## config.mk

```make
export PLATFORM = sky130hd
export DESIGN_NAME = segment_address_translator_core
export DESIGN_NICKNAME = d
export VERILOG_FILES = /design/src/rtl/core/sat_pkg.sv /design/src/rtl/core/segment_address_translator_core.sv /design/src/rtl/core/sat_regfile.sv /design/src/rtl/core/sat_xlate.sv
export VERILOG_INCLUDE_DIRS = /design/src /design/src/rtl/core
export SDC_FILE = /design/constraint.sdc
export NUM_CORES = 2
export LEC_CHECK = 0
export BUFFER_PORTS_ARGS = -buffer_cell sky130_fd_sc_hd__buf_2
export CAP_MARGIN = 10
export CORE_ASPECT_RATIO = 1.75
export CORE_MARGIN = 10
export CORE_UTILIZATION = 55
export CTS_BUF_LIST = sky130_fd_sc_hd__clkbuf_4 sky130_fd_sc_hd__clkbuf_8
export CTS_CLUSTER_DIAMETER = 80
export CTS_CLUSTER_SIZE = 8
export DETAILED_ROUTE_END_ITERATION = 10
export PLACE_DENSITY_LB_ADDON = 0.08
export SYNTH_ARGS = -nofsm -noshare
export SYNTH_HDL_FRONTEND = slang
export SYNTH_SLANG_ARGS = --single-unit
export TNS_END_PERCENT = 1
```

## constraint.sdc

```tcl
create_clock -name clk_i -period 18.8 [get_ports clk_i]
set_input_delay 0 -clock clk_i [delete_from_list [all_inputs] [get_ports clk_i]]
set_output_delay 0 -clock clk_i [all_outputs]
set_load 0.005 [all_outputs]
```

## src/rtl/core/assert_macros.svh

```systemverilog
// Assertion macros shared by the translator RTL.
// Each macro expands to a labeled concurrent assertion, or to nothing when SYNTH is set.
`ifndef ASSERT_MACROS_SVH
`define ASSERT_MACROS_SVH

`ifndef SYNTH
// Clocked assertion, disabled while reset is held.
`define SAT_ASSERT(lbl, clk, rst_n, prop) \
  lbl: assert property (@(posedge clk) disable iff (!rst_n) prop) \
    else $error("segment translator assertion failed");
// Implication form of the same check.
`define SAT_ASSERT_IMP(lbl, clk, rst_n, ante, cons) \
  `SAT_ASSERT(lbl, clk, rst_n, (ante) |-> (cons))
`else
`define SAT_ASSERT(lbl, clk, rst_n, prop)
`define SAT_ASSERT_IMP(lbl, clk, rst_n, ante, cons)
`endif

`endif

```

## src/rtl/core/sat_pkg.sv

```systemverilog
// Package for the segment address translator: sizes, codes, item and port types.
// No dependencies; every RTL file of the block imports it.
`default_nettype none

package sat_pkg;

  // Sizes of the register bank.
  localparam int NumSegments = 8;
  localparam int NumRegs     = 20;
  localparam int RegIdxW     = $clog2(NumRegs);

  // Status and flag bit positions and compare masks.
  localparam int          PmBit      = 0;
  localparam int          SegEnBit   = 15;
  localparam int          SegProtBit = 0;
  localparam logic [15:0] FeMask     = 16'd2;
  localparam logic [15:0] RrwMask    = 16'd4;
  localparam logic [15:0] FrwMask    = 16'd24;

  // Item kinds.
  localparam logic [1:0] KindXlate = 2'd0;
  localparam logic [1:0] KindRead  = 2'd1;
  localparam logic [1:0] KindWrite = 2'd2;

  // Fault codes.
  localparam logic [2:0] FaultNone  = 3'd0;
  localparam logic [2:0] FaultProt  = 3'd1;
  localparam logic [2:0] FaultExec  = 3'd2;
  localparam logic [2:0] FaultRw    = 3'd3;
  localparam logic [2:0] FaultNoSeg = 3'd4;

  typedef struct packed {
    logic [1:0]  kind;
    logic [4:0]  reg_index;
    logic [31:0] write_data;
    logic [31:0] virt_addr;
    logic [31:0] cpu_status;
  } sat_in_t;

  typedef struct packed {
    logic [31:0] phys_addr;
    logic [2:0]  fault_code;
    logic [31:0] read_data;
  } sat_out_t;

  // Register bank write request.
  typedef struct packed {
    logic               en;
    logic [RegIdxW-1:0] idx;
    logic [31:0]        data;
  } sat_wr_t;

  typedef logic [NumRegs-1:0][31:0] sat_bank_t;

endpackage

`default_nettype wire

```

## src/rtl/core/segment_address_translator_core.sv

```systemverilog
// An accepted item is held in the input register; its result is written into the result
// register when that register is free or being taken, and is offered on the output from there.
// Throughput: one item per cycle while out_stall_i is low; the input register feeds
// the result register through the segment match and check logic, and a register write
// lands in the same edge that moves its item on, so the next item sees it.
// Reset clears all bank registers to zero (segments disabled) and empties both stages.
// Depends on sat_pkg, sat_regfile, sat_xlate and assert_macros.svh.
`default_nettype none
`include "assert_macros.svh"

module segment_address_translator_core (
  input  wire logic              clk_i,
  input  wire logic              rst_ni,
  input  wire logic              in_valid_i,
  output logic                   in_stall_o,
  input  wire sat_pkg::sat_in_t  in_data_i,
  output logic                   out_valid_o,
  input  wire logic              out_stall_i,
  output sat_pkg::sat_out_t      out_data_o
);
  import sat_pkg::*;

  logic      in_valid_q;
  sat_in_t   in_q;
  logic      out_valid_q;
  sat_out_t  out_q;
  logic      adv;
  sat_out_t  res;
  sat_wr_t   xl_wr;
  sat_wr_t   wr;
  sat_bank_t bank;

  // The held item moves on when the result register is free or being taken.
  assign adv        = in_valid_q && (!out_valid_q || !out_stall_i);
  assign in_stall_o = in_valid_q && !adv;

  // Input register.
  always_ff @(posedge clk_i or negedge rst_ni) begin
    if (!rst_ni) begin
      in_valid_q <= 1'b0;
    end else if (!in_stall_o) begin
      in_valid_q <= in_valid_i;
    end
  end

  always_ff @(posedge clk_i) begin
    if (!in_stall_o && in_valid_i) begin
      in_q <= in_data_i;
    end
  end

  sat_xlate u_xlate (
    .item_i (in_q),
    .bank_i (bank),
    .res_o  (res),
    .wr_o   (xl_wr)
  );

  // A write commits only as its item leaves the input register.
  always_comb begin
    wr    = xl_wr;
    wr.en = xl_wr.en && adv;
  end

  sat_regfile u_regfile (
    .clk_i  (clk_i),
    .rst_ni (rst_ni),
    .wr_i   (wr),
    .bank_o (bank)
  );

  // Result register.
  always_ff @(posedge clk_i or negedge rst_ni) begin
    if (!rst_ni) begin
      out_valid_q <= 1'b0;
    end else if (adv) begin
      out_valid_q <= 1'b1;
    end else if (!out_stall_i) begin
      out_valid_q <= 1'b0;
    end
  end

  always_ff @(posedge clk_i) begin
    if (adv) begin
      out_q <= res;
    end
  end

  assign out_valid_o = out_valid_q;
  assign out_data_o  = out_q;

  `SAT_ASSERT_IMP(a_wr_only_on_adv, clk_i, rst_ni, wr.en, adv && in_q.kind == KindWrite)
  `SAT_ASSERT_IMP(a_stall_needs_item, clk_i, rst_ni, in_stall_o, in_valid_q && out_valid_q)
  `SAT_ASSERT(a_adv_fills_out, clk_i, rst_ni, adv |=> out_valid_q)
  `SAT_ASSERT_IMP(a_fault_range, clk_i, rst_ni, out_valid_q, out_q.fault_code <= FaultNoSeg)
  `SAT_ASSERT(a_reg_no_fault, clk_i, rst_ni, (adv && in_q.kind != KindXlate) |=> (out_q.fault_code == FaultNone && out_q.phys_addr == 32'h0))

endmodule

`default_nettype wire

```

## src/rtl/core/sat_regfile.sv

```systemverilog
// Register bank of the translator: segment words and spare registers in flip-flops.
// Depends on sat_pkg.
`default_nettype none

module sat_regfile (
  input  wire logic              clk_i,
  input  wire logic              rst_ni,
  input  wire sat_pkg::sat_wr_t  wr_i,
  output sat_pkg::sat_bank_t     bank_o
);
  import sat_pkg::*;

  sat_bank_t bank_q;

  // All words clear at reset, so every segment starts disabled.
  always_ff @(posedge clk_i or negedge rst_ni) begin
    if (!rst_ni) begin
      bank_q <= '0;
    end else if (wr_i.en) begin
      bank_q[wr_i.idx] <= wr_i.data;
    end
  end

  assign bank_o = bank_q;

endmodule

`default_nettype wire

```

## src/rtl/core/sat_xlate.sv

```systemverilog
// Result logic for one item: segment match, protection checks, register read and write.
// Depends on sat_pkg; purely combinational.
`default_nettype none

module sat_xlate (
  input  wire sat_pkg::sat_in_t   item_i,
  input  wire sat_pkg::sat_bank_t bank_i,
  output sat_pkg::sat_out_t       res_o,
  output sat_pkg::sat_wr_t        wr_o
);
  import sat_pkg::*;

  logic                 pm;
  logic [15:0]          acc;
  logic                 idx_ok;
  logic [NumSegments-1:0] hit;
  logic [2:0]           seg_fc [NumSegments];
  logic [31:0]          seg_pa [NumSegments];
  logic [31:0]          xl_pa;
  logic [2:0]           xl_fc;

  assign pm     = item_i.cpu_status[PmBit];
  assign acc    = item_i.cpu_status[31:16];
  assign idx_ok = {1'b0, item_i.reg_index} < 6'(NumRegs);

  // Per-segment bounds test and fault checks, all segments in parallel.
  for (genvar s = 0; s < NumSegments; s++) begin : g_seg
    logic [31:0] ab;
    logic [31:0] lf;
    logic [15:0] diff;
    assign ab   = bank_i[2*s];
    assign lf   = bank_i[2*s+1];
    assign diff = acc ^ lf[15:0];
    assign hit[s] = lf[SegEnBit]
                 && (item_i.virt_addr >= {ab[31:16], 16'h0000})
                 && (item_i.virt_addr <= {lf[31:16], 16'h0000});

    always_comb begin
      if (!pm) begin
        seg_fc[s] = FaultNone;
      end else if (lf[SegProtBit]) begin
        seg_fc[s] = FaultProt;
      end else if (|(diff & FeMask)) begin
        seg_fc[s] = FaultExec;
      end else if ((|(lf[15:0] & RrwMask)) && (|(diff & FrwMask))) begin
        seg_fc[s] = FaultRw;
      end else begin
        seg_fc[s] = FaultNone;
      end
    end

    assign seg_pa[s] = (seg_fc[s] == FaultNone) ? {ab[15:0], item_i.virt_addr[15:0]}
                                                : item_i.virt_addr;
  end

  // The lowest numbered matching segment decides the result.
  always_comb begin
    xl_pa = item_i.virt_addr;
    xl_fc = pm ? FaultNoSeg : FaultNone;
    for (int s = NumSegments - 1; s >= 0; s--) begin
      if (hit[s]) begin
        xl_pa = seg_pa[s];
        xl_fc = seg_fc[s];
      end
    end
  end

  // Result and write request by item kind.
  always_comb begin
    res_o   = '0;
    wr_o.en   = 1'b0;
    wr_o.idx  = item_i.reg_index[RegIdxW-1:0];
    wr_o.data = item_i.write_data;
    case (item_i.kind)
      KindXlate: begin
        res_o.phys_addr  = xl_pa;
        res_o.fault_code = xl_fc;
      end
      KindRead: begin
        if (idx_ok) begin
          res_o.read_data = bank_i[item_i.reg_index[RegIdxW-1:0]];
        end
      end
      KindWrite: begin
        wr_o.en = idx_ok;
      end
      default: begin
        res_o = '0;
      end
    endcase
  end

endmodule

`default_nettype wire

```

# ---- Word level (Yosys, flattened, before mapping)
# Cells that the tools add are included.
dict set report totals {
  register_bits 801
  output_inout_bits 69
  wordCells 177
}
dict set report classes {
  magnitude_cmp 19
  n_eq_ne 3
  n_mux 65
  bitwise 8
  reduce_logical 52
}
# operator count
set ops {}
lappend ops {{640-bit bitwise mux} 1}
lappend ops {{32-bit two-way mux} 18}
lappend ops {{32-bit >= comparator} 8}
lappend ops {{32-bit <= comparator} 8}
lappend ops {{32-bit binary-select mux with 5-bit select} 1}
lappend ops {{32-bit demux with 5-bit select} 1}
lappend ops {{3-bit two-way mux} 21}
lappend ops {{2-bit two-way mux} 20}
lappend ops {{5-bit XOR} 8}
lappend ops {{1-bit logical AND} 29}
lappend ops {{3-bit logical NOT} 8}
lappend ops {{2-bit OR reduction} 8}
lappend ops {{5-bit by 6-bit < comparator with 1-bit output (second input constant)} 1}
lappend ops {{5-bit by 1-bit >= comparator with 1-bit output (second input constant)} 1}
lappend ops {{5-bit < comparator (second input constant)} 1}
lappend ops {{1-bit logical NOT} 4}
lappend ops {{1-bit two-way mux} 3}
lappend ops {{2-bit by 1-bit == test with 1-bit output (second input constant)} 1}
lappend ops {{2-bit == test (second input constant)} 1}
lappend ops {{2-bit logical NOT} 1}
lappend ops {{2-bit by 1-bit != test with 1-bit output (second input constant)} 1}
lappend ops {{2-bit AND reduction} 1}
lappend ops {{1-bit logical OR} 1}

# ---- Longest topological paths before layout
dict set report depth {
  ltp_word 17
  mapped_depth 12
}

# ---- Modules after synthesis
# From an unflattened synthesis, not the netlist that was laid out.
dict set report hier_totals {
  cells_unflattened 3306
  area_unflattened_um2 44559.0
}
# mod instances cells_per_inst area_per_inst_um2 seq_area_each_um2
set by_module_without_submodules {}
lappend by_module_without_submodules {sat_regfile 1 1438 24125.6 16015.4}
lappend by_module_without_submodules {sat_xlate 1 1688 15229.6 0.0}
lappend by_module_without_submodules {segment_address_translator_core 1 180 5203.7 5154.9}

# ---- Least setup slack after synthesis
# Ideal clock, no wire load.
dict set report synth_path {
  path_kind {reg-to-reg}
  startpoint {register out_valid_q, in the netlist out_valid_o}
  endpoint {register u_regfile.bank_q, in the netlist u_regfile.bank_o[513]}
  setup_time_ps 125
  arrival_ps 7253
  setup_slack_ps 11422
  stages_incl_launch_ff 7
  path_cell_list {dfrtp_1 a21boi_0 nand3_1 or3_1 nor2_1 clkbuf_1 mux2_2}
}
dict set report synth_between {
  elab_chain_len 4
}
# item line_no
set synth_rtl {}
lappend synth_rtl {{start, declared} segment_address_translator_core.sv:25} ;# logic out_valid_q;
lappend synth_rtl {{start signal, assigned} segment_address_translator_core.sv:75} ;# out_valid_q <= 1'b0;
lappend synth_rtl {{start signal, assigned} segment_address_translator_core.sv:77} ;# out_valid_q <= 1'b1;
lappend synth_rtl {{start signal, assigned} segment_address_translator_core.sv:79} ;# out_valid_q <= 1'b0;
lappend synth_rtl {{1-bit logical NOT} segment_address_translator_core.sv:34} ;# assign adv = in_valid_q && (!out_valid_q || !out_stall_i);
lappend synth_rtl {{1-bit logical OR} segment_address_translator_core.sv:34}
lappend synth_rtl {{1-bit logical AND} segment_address_translator_core.sv:34}
lappend synth_rtl {{net adv} segment_address_translator_core.sv:27} ;# logic adv;
lappend synth_rtl {{1-bit logical AND} segment_address_translator_core.sv:62} ;# wr.en = xl_wr.en && adv;
lappend synth_rtl {{end signal, assigned by index} sat_regfile.sv:20} ;# bank_q[wr_i.idx] <= wr_i.data;
lappend synth_rtl {{end, declared} sat_regfile.sv:13} ;# sat_bank_t bank_q;
# The timed path passes the listed nets, and every way through them passes these cells.
# A chain may end at the register's enable or synchronous reset.

# ---- Final worst setup path
dict set report layout_path {
  startpoint {register in_q[61] in the netlist's numbering}
  endpoint {register out_q, in the netlist out_data_o[54], data pin}
}
dict set report layout_between {
  elab_chain_len 11
  word_cells_on_any_way 40
  classes_between {order compare: 16; mux: 8; reduce/logical: 16}
}
# item line_no
set layout_rtl {}
lappend layout_rtl {{start, declared} segment_address_translator_core.sv:24} ;# sat_in_t in_q;
lappend layout_rtl {{start signal, assigned} segment_address_translator_core.sv:48} ;# in_q <= in_data_i;
lappend layout_rtl {{32-bit >= comparator} sat_xlate.sv:35} ;# && (item_i.virt_addr >= {ab[31:16], 16'h0000})
lappend layout_rtl {{1-bit logical AND} sat_xlate.sv:35}
lappend layout_rtl {{1-bit logical AND} sat_xlate.sv:36} ;# && (item_i.virt_addr <= {lf[31:16], 16'h0000});
lappend layout_rtl {{32-bit two-way mux (7 in a row)} sat_xlate.sv:61} ;# if (hit[s]) begin
lappend layout_rtl {{32-bit two-way mux (*)} sat_xlate.sv:61}
lappend layout_rtl {{end signal, assigned} segment_address_translator_core.sv:85} ;# out_q <= res;
lappend layout_rtl {{end, declared} segment_address_translator_core.sv:26} ;# sat_out_t out_q;
# Every way passes the cells marked *; elsewhere a longest branch is shown, timed or not.

==> run metrics <==
status=finished clean; nets=4173; first-pass GRT wire length=208 mm; prevailing post-synth register cell=dfrtp_1; Max Clock Skew=0.0416 ns; total grt overflow=0; Hold Fails Final Rpt=0; core area=77200 sq um; fmax=192 MHz; Synth Register Bits=784; Clock Tree Buf Depth=3; CTS H-Tree Depth=3; CP arrival=5.85 ns; headroom to the max-slew limit=10.1%; EDFF count, synth=142; post-synth cell types=81; share of layout cells above drive strength 1=29.8%; final WL=139 mm; die extent in y=389 um; final max-slew violation count=0; clock buffer count from CTS=107; number of global-route vias before repair=33.6k; sequential share of the synthesized area=47.6%; Placer Congestion=0.905; Slew @ Worst Pin=1.34 ns; Hold Crit Start=in_valid_i; overall power=3820 uW; clock transition at the registers of the reported paths=0.06 ns; Synthesis Warnings=0; pin count of the biggest net entering global routing=178; Area growth, synth to finish=12.3%; final setup TNS=0 ns; Avg Inst Size Synth=12.0 sq um; fraction of registers with async set/reset=81.9%; worst min-delay path class=in2reg; Setup crit start=in_q[61]; Avg WL per Cell=28.5 um; Total Routing Usage GR=31.1%; Post-CTS Setup Inserts=0; crit path kind=reg2reg; DRT iter0 DRCs=2400; Crit Reg-Reg Startpoint=in_q[61]; Routed Antenna Nets=0; CTS root buffer=clkbuf_8; Port Buffers=147; post-cts sizing count=0; Top Layer Used=met4; vias per cell=6.39; WL met1=50.5 mm; Critical Path RT=19.44 ns; Tmin final=5.21 ns; P per Cell Area=79.5 nW/um^2; # IOs=176; initial antenna violation count=3; Worst Path Max Fanout=20; DRC Markers=0; die area=89700 sq um; final period utilization=27.7%; DP HPWL=90.4 mm; Cell Area, Placed=44500 sq um; MaxCap Viol Count=0; met2 wire length=70.4 mm; Synth Instances=3574; CP endpoint kind=flop; Peak supply drop=0.0628 mV; First-pass DRT Iterations=6; effective utilization at floorplan=55.4%; post-route cell area=48000 sq um; CTS Sinks=784; Clk Latency, worst-skew pair=0.82 ns; via count=31.2k; Lkg Pwr=0.0220 uW; row count=135; startpoint types=flop; met3 wire length=7.83 mm; die width=231 um; unrepaired setup endpoints after global routing=no; synthesized area=42700 sq um; Net Count, Synth=3937; Setup-failing EPs final=0; CTS tree=done
[report_power, final]
group | internal (uW) | total, uW | switching, uW | leakage, uW
sequential | 1850 | 1950 | 99.0 | 0.00969
combinational | 262 | 605 | 343 | 0.0113
clock | 615 | 1260 | 649 | 0.00101
total | 2720 | 3820 | 1090 | 0.0220
[routing by layer]
metal	global-route usage, %	up-vias
li1	-	13500
met3	4.14	472
met1	35.0	16000
met4	21.7	0
met5	0	-
met2	53.9	1306
[timing repair]
item | CTS | global route
endpoints found under the setup margin | 0 | 0
hold endpoints to repair | 386 | 0
hold buffers | 158 | 0
[flip-flops by register name, summed over array words and instances, names as in the netlist]
name	flops
in_q	75
u_regfile.bank_o	640
in_valid_q	1
out_valid_o	1
out_data_o	67
[cells in the final DEF, fill, tap and decap left out, types with 9 or more instances in the layout]
| cell | synthesis | routed |
|---|---|---|
| a31oi_1 | 35 | 34 |
| o21ai_0 | 237 | 235 |
| edfxtp_1 | 142 | 142 |
| nand3_1 | 28 | 28 |
| and4_1 | 12 | 12 |
| nor2_1 | 124 | 116 |
| a2111oi_0 | 11 | 11 |
| a221oi_2 | 9 | 9 |
| nor2b_1 | 18 | 16 |
| clkbuf_8 | 0 | 109 |
| xor2_1 | 17 | 17 |
| and2_1 | 22 | 19 |
| o211ai_1 | 16 | 16 |
| ha_1 | 256 | 256 |
| buf_2 | 12 | 146 |
| mux2i_1 | 16 | 16 |
| nand2_1 | 299 | 290 |
| nand2b_1 | 11 | 11 |
| mux4_2 | 160 | 160 |
| o221a_1 | 16 | 16 |
| dlygate4sd3_1 | 0 | 157 |
| nand2_2 | 0 | 9 |
| inv_1 | 274 | 274 |
| nor4_1 | 19 | 19 |
| dfrtp_1 | 642 | 642 |
| clkbuf_4 | 0 | 45 |
| a221oi_1 | 44 | 44 |
| a21o_1 | 25 | 25 |
| nand4_1 | 36 | 36 |
| buf_4 | 2 | 73 |
| nor3_1 | 21 | 21 |
| o221ai_1 | 16 | 16 |
| a21oi_1 | 151 | 151 |
| mux2_2 | 534 | 534 |
[cells in the mapped netlist (all sizes together), types with 17 or more instances]
cell / n / area, sq um
clkbuf: 166 / 624
nand3: 28 / 140
nor3: 28 / 175
dfrtp: 642 / 16100
ha: 256 / 3200
a21oi: 152 / 764
a221oi: 53 / 521
buf: 88 / 390
mux2: 534 / 6010
a31oi: 35 / 219
edfxtp: 142 / 4260
a21o: 25 / 188
mux4: 160 / 3600
nor2: 124 / 465
nand2: 299 / 1120
xor2: 17 / 149
nor2b: 18 / 113
nor4: 23 / 204
and2: 22 / 138
inv: 274 / 1030
nand4: 38 / 259
o21ai: 240 / 1200
a2111oi: 19 / 216
[logic make-up after synthesis]
group | Yosys count | synth area share, %
xor+xnor | 24 | 0.492
mux | 710 | 22.9
flops | 784 | 47.6
compound gates | 636 | 9.69
simple gates | 635 | 7.10
fa+ha+maj | 256 | 7.49
buf+inv | 529 | 4.79
[critical path: stages (launching register included)]
cell,delay [ns]
edfxtp_1,0.37
buf_4,0.26
ha_1,0.38
nand4_1,0.17
or3_1,0.45
a21oi_1,0.19
or4_1,0.28
a211o_1,0.99
a32oi_2,0.49
a2111oi_0,1.07
o221a_1,0.36
[cell type report]
cell class | instances | area, sq um
fill | 6148 | 29200
multi-input combinational | 2261 | 20500
sequential | 784 | 20300
timing repair buffer | 381 | 2950
clock buffer | 154 | 1840
tap | 1027 | 1280
inverter | 275 | 1030
clock inverter | 4 | 36.3
antenna | 1 | 2.50
[path summary, 6_finish.rpt]
path / to / slack, ns / cells past startpoint
max: out_data_o[54] / 13.59 / 10
min: in_q[17] / 0.39 / 3
max reg2reg: out_data_o[54] / 13.59 / 10
min reg2reg: out_valid_o / 0.50 / 1
max in group asynchronous: u_regfile.bank_o[127] / 16.22 / 5
min in group asynchronous: u_regfile.bank_o[616] / 0.42 / 4
[through the flow]
stage	cells	hold WS [ns]	util (%)	worst slack, ns
after floorplan	3574	-0.296	-	11.42
after global placement	4569	0.00940	57.7	13.80
after detailed placement	4569	0.0181	57.7	13.80
after CTS	4885	0.363	62.2	13.76
after global routing	4887	0.418	62.2	13.59
final	4887	0.385	62.2	13.59
Power figures use the tool's default switching activity.
